===== src/hw/rtl/assert_macros.svh =====
// Assertion helpers shared by the RTL. They compile away under SYNTHESIS.
`ifndef ASSERT_MACROS_SVH
`define ASSERT_MACROS_SVH

`ifndef SYNTHESIS

// Property must hold at every rising edge outside reset.
`define DTC_ASSERT(lbl, clk, rst_n, prop, msg) \
	lbl: assert property (@(posedge clk) disable iff (!rst_n) (prop)) else $error(msg);

// Condition must never be true at a rising edge outside reset.
`define DTC_NEVER(lbl, clk, rst_n, cond, msg) \
	lbl: assert property (@(posedge clk) disable iff (!rst_n) !(cond)) else $error(msg);

`else

`define DTC_ASSERT(lbl, clk, rst_n, prop, msg)
`define DTC_NEVER(lbl, clk, rst_n, cond, msg)

`endif

`endif


===== src/hw/rtl/dtc8051_pkg.sv =====
package dtc8051_pkg;

	typedef enum logic [1:0] {
		OP_TICK  = 2'd0,
		OP_WRITE = 2'd1,
		OP_CLEAR = 2'd2
	} op_t;

	typedef enum logic [1:0] {
		SEL_T0_LO = 2'd0,
		SEL_T0_HI = 2'd1,
		SEL_T1_LO = 2'd2,
		SEL_T1_HI = 2'd3
	} sel_t;

	// Timer 1 treats MODE_SPLIT as halted.
	typedef enum logic [1:0] {
		MODE_13BIT  = 2'd0,
		MODE_16BIT  = 2'd1,
		MODE_RELOAD = 2'd2,
		MODE_SPLIT  = 2'd3
	} mode_t;

	localparam logic CFG_T0_MODE = 1'b0;
	localparam logic CFG_T1_MODE = 1'b1;

	typedef struct packed {
		logic [7:0] lo;
		logic [7:0] hi;
		logic       ovf;
	} timer_t;

	typedef struct packed {
		logic [7:0] t0_low;
		logic [7:0] t0_high;
		logic [7:0] t1_low;
		logic [7:0] t1_high;
		logic       flag0;
		logic       flag1;
	} result_t;

	// One tick of a timer in modes 13-bit, 16-bit or auto-reload.
	// Any other mode leaves the count alone.
	function automatic timer_t timer_adv(mode_t mode, logic [7:0] lo, logic [7:0] hi,
			logic [7:0] cyc);
		timer_t     r;
		logic [13:0] sum13;
		logic [16:0] sum16;
		logic [8:0]  sum9;
		sum13 = {1'b0, hi, lo[4:0]} + {6'd0, cyc};
		sum16 = {1'b0, hi, lo} + {9'd0, cyc};
		sum9  = {1'b0, lo} + {1'b0, cyc};
		r.lo  = lo;
		r.hi  = hi;
		r.ovf = 1'b0;
		case (mode)
			MODE_13BIT: begin
				r.lo  = {3'd0, sum13[4:0]};
				r.hi  = sum13[12:5];
				r.ovf = sum13[13];
			end
			MODE_16BIT: begin
				r.lo  = sum16[7:0];
				r.hi  = sum16[15:8];
				r.ovf = sum16[16];
			end
			MODE_RELOAD: begin
				// On overflow the excess past 0x100 is added to the reload value.
				r.lo  = sum9[8] ? (hi + sum9[7:0]) : sum9[7:0];
				r.ovf = sum9[8];
			end
			default: begin
				r.lo  = lo;
			end
		endcase
		return r;
	endfunction

endpackage


===== src/hw/rtl/dual_timer_counter_8051.sv =====
// Two 8051-style timers with sticky overflow flags.
// Input channel (in_valid / in_stall) carries one item per cycle: a tick that adds
// cycles to each running timer, a count byte write, or a flag clear. Every item
// yields exactly one result on the output channel (out_valid / out_stall): the
// four count bytes and both flags as they stand after that item.
// An accepted item's result goes to the result register, or to the skid
// register if that is stalled. Throughput is one item per cycle while in_stall
// is low; each timer update is a single add between state and result registers.
// A skid register sits behind the result register, so one more item is taken
// while a result is stalled; in_stall rises only once that skid entry is full.
// Configuration (cfg_valid / cfg_ready, always ready) selects the timer modes
// and must be written only while no item is in flight.
// Reset clears all counts, flags and modes and empties the output stages.
`include "assert_macros.svh"

module dual_timer_counter_8051 (
	input  logic       clk,
	input  logic       arst_n,
	input  logic       in_valid,
	output logic       in_stall,
	input  logic [1:0] op,
	input  logic [1:0] reg_select,
	input  logic [7:0] write_data,
	input  logic [7:0] cycles,
	input  logic       run_timer0,
	input  logic       run_timer1,
	output logic       out_valid,
	input  logic       out_stall,
	output logic [7:0] out_t0_low,
	output logic [7:0] out_t0_high,
	output logic [7:0] out_t1_low,
	output logic [7:0] out_t1_high,
	output logic       out_flag0,
	output logic       out_flag1,
	input  logic       cfg_valid,
	output logic       cfg_ready,
	input  logic       cfg_index,
	input  logic [1:0] cfg_data
);

	dtc8051_pkg::mode_t t0_mode_q, t1_mode_q;
	logic [7:0] t0_lo_q, t0_hi_q, t1_lo_q, t1_hi_q;
	logic       flag0_q, flag1_q;

	dtc8051_pkg::result_t nxt;
	dtc8051_pkg::result_t res_q, skid_q;
	logic       res_valid_q, skid_valid_q;

	dtc8051_pkg::timer_t t0_adv, t1_adv;
	logic [8:0] split_lo, split_hi;
	logic       split;
	logic       in_acc, out_acc, cfg_acc;

	assign cfg_ready = 1'b1;
	assign cfg_acc   = cfg_valid & cfg_ready;
	assign in_stall  = skid_valid_q;
	assign in_acc    = in_valid & ~in_stall;
	assign out_acc   = res_valid_q & ~out_stall;

	assign split    = (t0_mode_q == dtc8051_pkg::MODE_SPLIT);
	assign t0_adv   = dtc8051_pkg::timer_adv(t0_mode_q, t0_lo_q, t0_hi_q, cycles);
	assign t1_adv   = dtc8051_pkg::timer_adv(t1_mode_q, t1_lo_q, t1_hi_q, cycles);
	assign split_lo = {1'b0, t0_lo_q} + {1'b0, cycles};
	assign split_hi = {1'b0, t0_hi_q} + {1'b0, cycles};

	always_comb begin
		nxt.t0_low  = t0_lo_q;
		nxt.t0_high = t0_hi_q;
		nxt.t1_low  = t1_lo_q;
		nxt.t1_high = t1_hi_q;
		nxt.flag0   = flag0_q;
		nxt.flag1   = flag1_q;
		case (op)
			dtc8051_pkg::OP_TICK: begin
				if (split) begin
					// Low byte runs on run_timer0 / flag 0, high byte on run_timer1 / flag 1.
					if (run_timer0) begin
						nxt.t0_low = split_lo[7:0];
						nxt.flag0  = flag0_q | split_lo[8];
					end
					if (run_timer1) begin
						nxt.t0_high = split_hi[7:0];
						nxt.flag1   = flag1_q | split_hi[8];
					end
				end else if (run_timer0) begin
					nxt.t0_low  = t0_adv.lo;
					nxt.t0_high = t0_adv.hi;
					nxt.flag0   = flag0_q | t0_adv.ovf;
				end
				// Timer 1 in mode 3 is left unchanged by timer_adv.
				if (run_timer1) begin
					nxt.t1_low  = t1_adv.lo;
					nxt.t1_high = t1_adv.hi;
					if (!split) begin
						nxt.flag1 = flag1_q | t1_adv.ovf;
					end
				end
			end
			dtc8051_pkg::OP_WRITE: begin
				unique case (dtc8051_pkg::sel_t'(reg_select))
					dtc8051_pkg::SEL_T0_LO: nxt.t0_low  = write_data;
					dtc8051_pkg::SEL_T0_HI: nxt.t0_high = write_data;
					dtc8051_pkg::SEL_T1_LO: nxt.t1_low  = write_data;
					dtc8051_pkg::SEL_T1_HI: nxt.t1_high = write_data;
					default: nxt.t0_low = t0_lo_q;
				endcase
			end
			dtc8051_pkg::OP_CLEAR: begin
				nxt.flag0 = flag0_q & ~write_data[0];
				nxt.flag1 = flag1_q & ~write_data[1];
			end
			default: begin
				nxt.flag0 = flag0_q;
			end
		endcase
	end

	always_ff @(posedge clk or negedge arst_n) begin
		if (!arst_n) begin
			t0_mode_q <= dtc8051_pkg::MODE_13BIT;
			t1_mode_q <= dtc8051_pkg::MODE_13BIT;
		end else if (cfg_acc) begin
			unique case (cfg_index)
				dtc8051_pkg::CFG_T0_MODE: t0_mode_q <= dtc8051_pkg::mode_t'(cfg_data);
				dtc8051_pkg::CFG_T1_MODE: t1_mode_q <= dtc8051_pkg::mode_t'(cfg_data);
				default: t0_mode_q <= t0_mode_q;
			endcase
		end
	end

	always_ff @(posedge clk or negedge arst_n) begin
		if (!arst_n) begin
			t0_lo_q <= 8'd0;
			t0_hi_q <= 8'd0;
			t1_lo_q <= 8'd0;
			t1_hi_q <= 8'd0;
			flag0_q <= 1'b0;
			flag1_q <= 1'b0;
		end else if (in_acc) begin
			t0_lo_q <= nxt.t0_low;
			t0_hi_q <= nxt.t0_high;
			t1_lo_q <= nxt.t1_low;
			t1_hi_q <= nxt.t1_high;
			flag0_q <= nxt.flag0;
			flag1_q <= nxt.flag1;
		end
	end

	always_ff @(posedge clk or negedge arst_n) begin
		if (!arst_n) begin
			res_valid_q  <= 1'b0;
			skid_valid_q <= 1'b0;
		end else if (out_acc || !res_valid_q) begin
			res_valid_q  <= skid_valid_q | in_acc;
			skid_valid_q <= 1'b0;
		end else if (in_acc) begin
			skid_valid_q <= 1'b1;
		end
	end

	always_ff @(posedge clk) begin
		if (out_acc || !res_valid_q) begin
			res_q <= skid_valid_q ? skid_q : nxt;
		end else if (in_acc) begin
			skid_q <= nxt;
		end
	end

	assign out_valid   = res_valid_q;
	assign out_t0_low  = res_q.t0_low;
	assign out_t0_high = res_q.t0_high;
	assign out_t1_low  = res_q.t1_low;
	assign out_t1_high = res_q.t1_high;
	assign out_flag0   = res_q.flag0;
	assign out_flag1   = res_q.flag1;

	`DTC_NEVER(a_skid_without_result, clk, arst_n,
		skid_valid_q && !res_valid_q,
		"skid item held with empty result register")
	`DTC_ASSERT(a_stalled_item_to_skid, clk, arst_n,
		in_acc && res_valid_q && out_stall |=> skid_valid_q,
		"item taken during output stall was not parked in skid")
	`DTC_ASSERT(a_mode0_low_trim, clk, arst_n,
		in_acc && op == dtc8051_pkg::OP_TICK && run_timer0
			&& t0_mode_q == dtc8051_pkg::MODE_13BIT |=> t0_lo_q[7:5] == 3'd0,
		"13-bit tick left upper low-byte bits set")

endmodule


===== config.mk =====
export PLATFORM = sky130hd
export DESIGN_NAME = dual_timer_counter_8051
export DESIGN_NICKNAME = d
export VERILOG_FILES = /design/src/hw/rtl/dtc8051_pkg.sv /design/src/hw/rtl/dual_timer_counter_8051.sv
export VERILOG_INCLUDE_DIRS = /design/src /design/src/hw/rtl
export SDC_FILE = /design/constraint.sdc
export NUM_CORES = 1
export LEC_CHECK = 0
export CAP_MARGIN = 20
export CORE_MARGIN = 2
export CORE_UTILIZATION = 60
export CTS_CLUSTER_SIZE = 14
export DETAILED_ROUTE_END_ITERATION = 8
export DONT_BUFFER_PORTS = 1
export PLACE_DENSITY = 0.83
export RECOVER_POWER = 50
export SLEW_MARGIN = 40
export SYNTH_ARGS = -nofsm -noshare
export SYNTH_HDL_FRONTEND = slang
export SYNTH_SLANG_ARGS = --single-unit

===== constraint.sdc =====
create_clock -name clk -period 7.1 [get_ports clk]
set_clock_uncertainty 0.2 [all_clocks]
set_input_delay 0.355 -clock clk [delete_from_list [all_inputs] [get_ports clk]]
set_output_delay 0.355 -clock clk [all_outputs]
set_load 0.02 [all_outputs]

After elaboration in Yosys (flattened, before gate mapping)
Index checks and enable logic that the tools add are counted.

word-level totals
  bits in registers = 108
  latch bits = 0
  RAM bits = 0
  memory bits (read-only) = 0
  bits of input ports = 30
  output and inout port bits = 37
  word-level logic and storage cells = 96
  memories = 0

operators by class
  add/sub/neg operators = 9
  $mul = 0
  div/mod/pow operators = 0
  $lt $le $gt $ge = 0
  eq/ne operators = 10
  shift-type cells = 0
  multiplexer cells = 30
  bitwise operators = 15
  reductions and logical operators = 10

operators by type and width
  operator                                       count
  two-way mux 8 bit                              8
  case mux 32 bit (2 select lines)               1
  two-way mux 16 bit                             3
  case mux 8 bit (3 select lines)                2
  adder 16 x 8 -> 17 bit                         2
  two-way mux 34 bit                             1
  case mux 8 bit (2 select lines)                2
  adder 13 x 8 -> 14 bit                         2
  adder 8 x 8 -> 9 bit                           3
  adder 8 bit                                    2
  == test 2 bit, second input constant           6
  two-way mux 1 bit                              9
  == test 2 x 1 -> 1 bit, second input constant  4
  zero test 2 bit                                4
  NOT 1 bit                                      6
  case mux 1 bit (3 select lines)                2
  AND reduction 2 bit                            3
  bitwise OR 1 bit                               5
  bitwise AND 1 bit                              4
  case mux 1 bit (2 select lines)                2
  nonzero test 2 bit                             1
  zero test 1 bit                                1
  logical OR 1 bit                               1

Longest topological paths before layout
  word-level depth = 8
  depth in mapped cells = 16
  mapped depth without buffers = 16

Worst setup path before layout
OpenSTA, ideal clock, no wires.

  path type = register to register
  start = register t1_lo_q[0]
  end = register res_q (netlist bit out_t1_low[7]), data pin
  setup time = 0.268 ns
  arrival time = 3.110 ns
  required time = 6.632 ns
  slack = 3.522 ns
  stages on the path, launching flop included = 16
  buffers on the path = 1
  period minus slack after synthesis = 3.578 ns
  path through = dfrtp_1 -> ha_1 -> inv_1 -> fa_1 -> nor2b_1 -> o31a_1 -> buf_2 -> or4b_1 -> nand3_1 -> ha_1 -> o21a_1 -> o21ai_0 -> mux2i_1 -> xor2_1 -> o31ai_1 -> o21ai_0

between the ends
  longest elaborated chain between the ends = 7
  elaborated cells between the ends (all ways) = 8
  classes of those cells = add/sub: 3; mux: 5

ends and longest elaborated chain
  what                                line                            text
  from (decl)                         dual_timer_counter_8051.sv:42   logic [7:0] t0_lo_q, t0_hi_q, t1_lo_q, t1_hi_q;
  from (signal assigned)              dual_timer_counter_8051.sv:142  t1_lo_q <= nxt.t1_low;
  adder 8 x 8 -> 9 bit                dtc8051_pkg.sv:52               sum9 = {1'b0, lo} + {1'b0, cyc};
  adder 8 bit                         dtc8051_pkg.sv:69               r.lo = sum9[8] ? (hi + sum9[7:0]) : sum9[7:0];
  two-way mux 8 bit                   dtc8051_pkg.sv:69
  case mux 8 bit (3 select lines) *   dtc8051_pkg.sv:56               case (mode)
  two-way mux 16 bit *                dual_timer_counter_8051.sv:91   if (run_timer1) begin
  case mux 32 bit (2 select lines) *  dual_timer_counter_8051.sv:73   case (op)
  two-way mux 34 bit *                dual_timer_counter_8051.sv:163  res_q <= skid_valid_q ? skid_q : nxt;
  to (signal assigned)                dual_timer_counter_8051.sv:163
  to (decl)                           dual_timer_counter_8051.sv:46   dtc8051_pkg::result_t res_q, skid_q;

Every way passes the cells marked *; elsewhere a longest branch is shown, timed or not.
A chain may end at the register's enable or synchronous reset.

Worst setup path in the final report
  start = register t1_lo_q[1]
  end = register res_q (netlist bit out_t1_low[7]), data pin

The elaborated chain is that of the path after synthesis.

==> metrics.md <==
| Metric | Value |
|---|---|
| Outcome | `complete, but fails checks` |
| Violated checks | `max-capacitance violations, max-slew violations` |
| VDD IR-drop max | `0.215 mV` |
| Mapped Area | `0.00833 mm²` |
| Gp weighted congestion | `0.998` |
| Wire length per cell after detailed routing | `23.9 µm` |
| Library cells used by synthesis | `83` |
| Internal power summed over all cells | `1.95 mW` |
| Number of I/O port buffers | `0` |
| Number of storage elements in the synthesis netlist | `108` |
| CP Max Fanout | `8` |
| Achievable clock frequency | `242 MHz` |
| Layout Area Growth over Synthesis | `5.68%` |
| Syn nets | `972` |
| DP HPWL | `18300 µm` |
| Kind of capture point of the worst setup path | `flop` |
| Cell with the largest stage delay on the worst path | `sky130_fd_sc_hd__dfrtp_1` |
| Sequential element share of the synthesized area | `36.5%` |
| Chip Width | `122 µm` |
| Switching share of total power | `46.7%` |
| Setup Buffers After CTS | `0` |
| Clock buffer depth | `2` |
| Register cell area after layout | `0.00304 mm²` |
| Iter 0 DRT Violations | `1033` |
| Worst setup path category | `flop to flop` |
| Overall die area | `0.0148 mm²` |
| Routed Wire Length | `25200 µm` |
| Gate family responsible for the most delay along the worst path | `compound AO/OA/AOI/OAI gates` |
| Clock buffer count from CTS | `9` |
| Gr ovfl total | `0` |
| Total setup violations reported at the end of the flow | `0` |
| Number of vias in the routed layout | `7513` |
| Maximum number of pins on one net before global-route repair | `41` |
| Arrival time at the worst endpoint | `4.03 ns` |
| P per Cell Area | `415 mW/mm²` |
| Number of global-route vias before repair | `6911` |
| P_sw | `1.71 mW` |
| Initial DRT Pass Iterations | `6` |
| Sinks on the clock net | `108` |
| Leak pwr | `3.50 nW` |
| Most frequent cell after synthesis | `sky130_fd_sc_hd__o21ai_0` |
| CP Depth | `14` |
| Combined buffer and inverter count along the critical path | `1` |
| Final hold violation count | `0` |
| Antenna violations before repair | `0` |
| Total number of nets in the final design | `948` |
| Main synth FF type | `sky130_fd_sc_hd__edfxtp_1` |
| Sequential group share of total power | `32.4%` |
| Async set or reset register ratio after synthesis | `37.0%` |
| Starting utilization of the core area | `60.7%` |
| Library cell used as clock root buffer | `sky130_fd_sc_hd__clkbuf_16` |
| Gate power share | `53.5%` |
| WHS | `0.00956 ns` |
| Max-cap violation count | `3` |
| Num rows | `43` |
| Total count of max-transition violations in the final report | `96` |
| TritonCTS clock tree | `yes` |
| Clock power share | `14.2%` |
| Depth of the most critical reg-to-reg path | `14` |
| Worst path required time | `7.00 ns` |
| EDFF count, synth | `68` |
| Layout cells sized above 1 | `9.50%` |
| Post-synthesis cell count | `893` |
| Combined global-route utilization of all metal layers | `34.8%` |
| Setup TNS | `0 ns` |
| Number of remaining DRC errors | `0` |
| Final Critical Period | `4.13 ns` |
| Clock-pin slew of the registers on the worst-case setup and hold paths | `0.09 ns` |
| H-tree Lvls | `3` |
| Yosys warnings | `0` |
| Leading cell types by count after synthesis | `sky130_fd_sc_hd__o21ai_0 (75), sky130_fd_sc_hd__nand2_1 (74), sky130_fd_sc_hd__edfxtp_1 (68)` |
| DR vias/cell | `7.12` |
| Area of combinational cells with multiple inputs | `0.00495 mm²` |
| Finished Core Util | `64.2%` |
| Cells taking the most area after synthesis | `sky130_fd_sc_hd__edfxtp_1 (25%), sky130_fd_sc_hd__dfrtp_1 (12%), sky130_fd_sc_hd__ha_1 (6.6%)` |
| Cell-by-cell trace of the critical path | `ha_1, a211oi_1, o21bai_1, a21oi_1, xor2_1, inv_1, ha_1, o21a_1, o21a_1, o21ai_0, mux2i_1, xor2_1, o31ai_1, o21ai_0` |
| Worst slew slack as a fraction of its limit | `-72.5%` |
| Top cell type's share of synthesized area | `24.5%` |
| Floorplan die height | `122 µm` |
| Critical path launch point type | `flop` |
| Synthesized area divided by synthesized cell count | `9.33 µm²` |
| Number of cells on the worst hold path | `3` |
| Clock latency at the later pin of the worst-skew pair | `0.37 ns` |
| Worst hold path class | `primary input to flop` |
| Final critical-path share of the clock period | `58.1%` |
| Leading area contributor after synthesis | `sky130_fd_sc_hd__edfxtp_1` |
| Core ar. | `0.0137 mm²` |
| Tightest Pin Transition | `2.59 ns` |
| Num ports | `67` |
| Setup repair after global routing missed its margin | `false` |
| Routed Antenna Nets | `0` |
| Longest individual stage delay on the worst path | `0.45 ns` |
| Fill cell total of the finished layout | `1124` |
| Wire length of the first global-routing pass | `39300 µm` |
==> cells in the final DEF (no fill, tap or decap), drive strengths merged, types with 20 or more instances in the layout <==
cell and count:
inv 43, edfxtp 68, dfrtp 40, nand2 74
o21ai 79, ha 44, a22oi 20, a21oi 67
nand3 20, mux2 41, xnor2 22, nor2 58
==> registers in the layout, indices dropped and copies added, names as in the netlist <==
name / cells
skid_q: 34
out_t0_high: 8
out_t0_low: 8
out_t1_high: 8
out_t1_low: 8
t0_hi_q: 8
t0_lo_q: 8
t1_hi_q: 8
t1_lo_q: 8
t0_mode_q: 2
t1_mode_q: 2
flag0_q: 1
flag1_q: 1
in_stall: 1
out_flag0: 1
out_flag1: 1
out_valid: 1
==> stage by stage <==
step | total power, mW | instances | instance area [µm²] | worst slack [ns]
after floorplan | 2.59 | 893 | 8330 | 3.52
after CTS | 3.59 | 1054 | 8840 | 3.09
after global routing | 3.89 | 1054 | 8800 | 2.72
final | 3.65 | 1055 | 8800 | 2.97
after detailed placement | 3.05 | 1031 | 8440 | 3.11
after global placement | 3.01 | 1030 | 8410 | 3.21
==> power by group through the flow <==
| stage | combinational (mW) | sequential (mW) | clock (mW) |
|---|---|---|---|
| 2_1_floorplan | 1.54 | 1.06 | 0 |
| 3_3_place_gp | 1.83 | 1.17 | 0 |
| 3_5_place_dp | 1.88 | 1.18 | 0 |
| 4_1_cts | 1.91 | 1.17 | 0.515 |
| 5_1_grt | 2.15 | 1.20 | 0.540 |
| 6_report | 1.95 | 1.18 | 0.517 |
==> worst reg2reg max path, cell delays in order (launching register included) <==
cell	delay, ns
sky130_fd_sc_hd__dfrtp_1	0.45
sky130_fd_sc_hd__ha_1	0.32
sky130_fd_sc_hd__a211oi_1	0.26
sky130_fd_sc_hd__o21bai_1	0.21
sky130_fd_sc_hd__a21oi_1	0.30
sky130_fd_sc_hd__xor2_1	0.27
sky130_fd_sc_hd__inv_1	0.08
sky130_fd_sc_hd__ha_1	0.38
sky130_fd_sc_hd__o21a_1	0.14
sky130_fd_sc_hd__o21a_1	0.16
sky130_fd_sc_hd__o21ai_0	0.25
sky130_fd_sc_hd__mux2i_1	0.25
sky130_fd_sc_hd__xor2_1	0.09
sky130_fd_sc_hd__o31ai_1	0.36
sky130_fd_sc_hd__o21ai_0	0.12
==> final cells by class <==
cell class	instances	share of cell area (%)
clock inverters	7	0.895
repair buffers	13	1.42
multi-input cells	696	56.2
well taps	180	2.56
flip-flops and latches	108	34.6
inverters	41	1.75
clock buffers	9	2.56
diodes	1	0.0284
==> metal layers <==
layer / vias up / routed length [µm] / track usage, %
met5: - / 0 / 0
met2: 528 / 10900 / 50.4
li1: 3362 / - / -
met4: 0 / 898 / 12.8
met3: 78 / 3250 / 10.7
met1: 3545 / 10200 / 49.0
==> worst paths after layout <==
| check | startpoint | endpoint | slack [ns] |
|---|---|---|---|
| min reg2reg | skid_q[15]$_DFFE_PP_ | out_t1_low[5]$_DFFE_PN_ | 0.33 |
| max in group asynchronous | arst_n | t1_lo_q[2]$_DFFE_PN0P_ | 4.04 |
| min | cfg_index | t0_mode_q[0]$_DFFE_PN0P_ | 0.01 |
| max | t1_lo_q[1]$_DFFE_PN0P_ | out_t1_low[7]$_DFFE_PN_ | 2.97 |
| min in group asynchronous | arst_n | t0_hi_q[7]$_DFFE_PN0P_ | 1.16 |
| max reg2reg | t1_lo_q[1]$_DFFE_PN0P_ | out_t1_low[7]$_DFFE_PN_ | 2.97 |
==> what timing repair did <==
| item | in CTS | in global routing |
|---|---|---|
| resized for setup | 0 | 0 |
| hold buffers | 7 | 0 |
| endpoints found under the hold margin | 48 | 0 |
==> cell families after synthesis <==
kind of cell / after synthesis / share of synthesized area (%)
other cells: 1 / 0.0450
xor+xnor: 30 / 3.15
flops: 108 / 36.5
buf+inv: 89 / 4.18
fa+ha+maj: 49 / 7.81
simple gates: 233 / 13.4
mux: 59 / 7.70
compound gates: 324 / 27.1
Power figures use the tool's default switching activity.
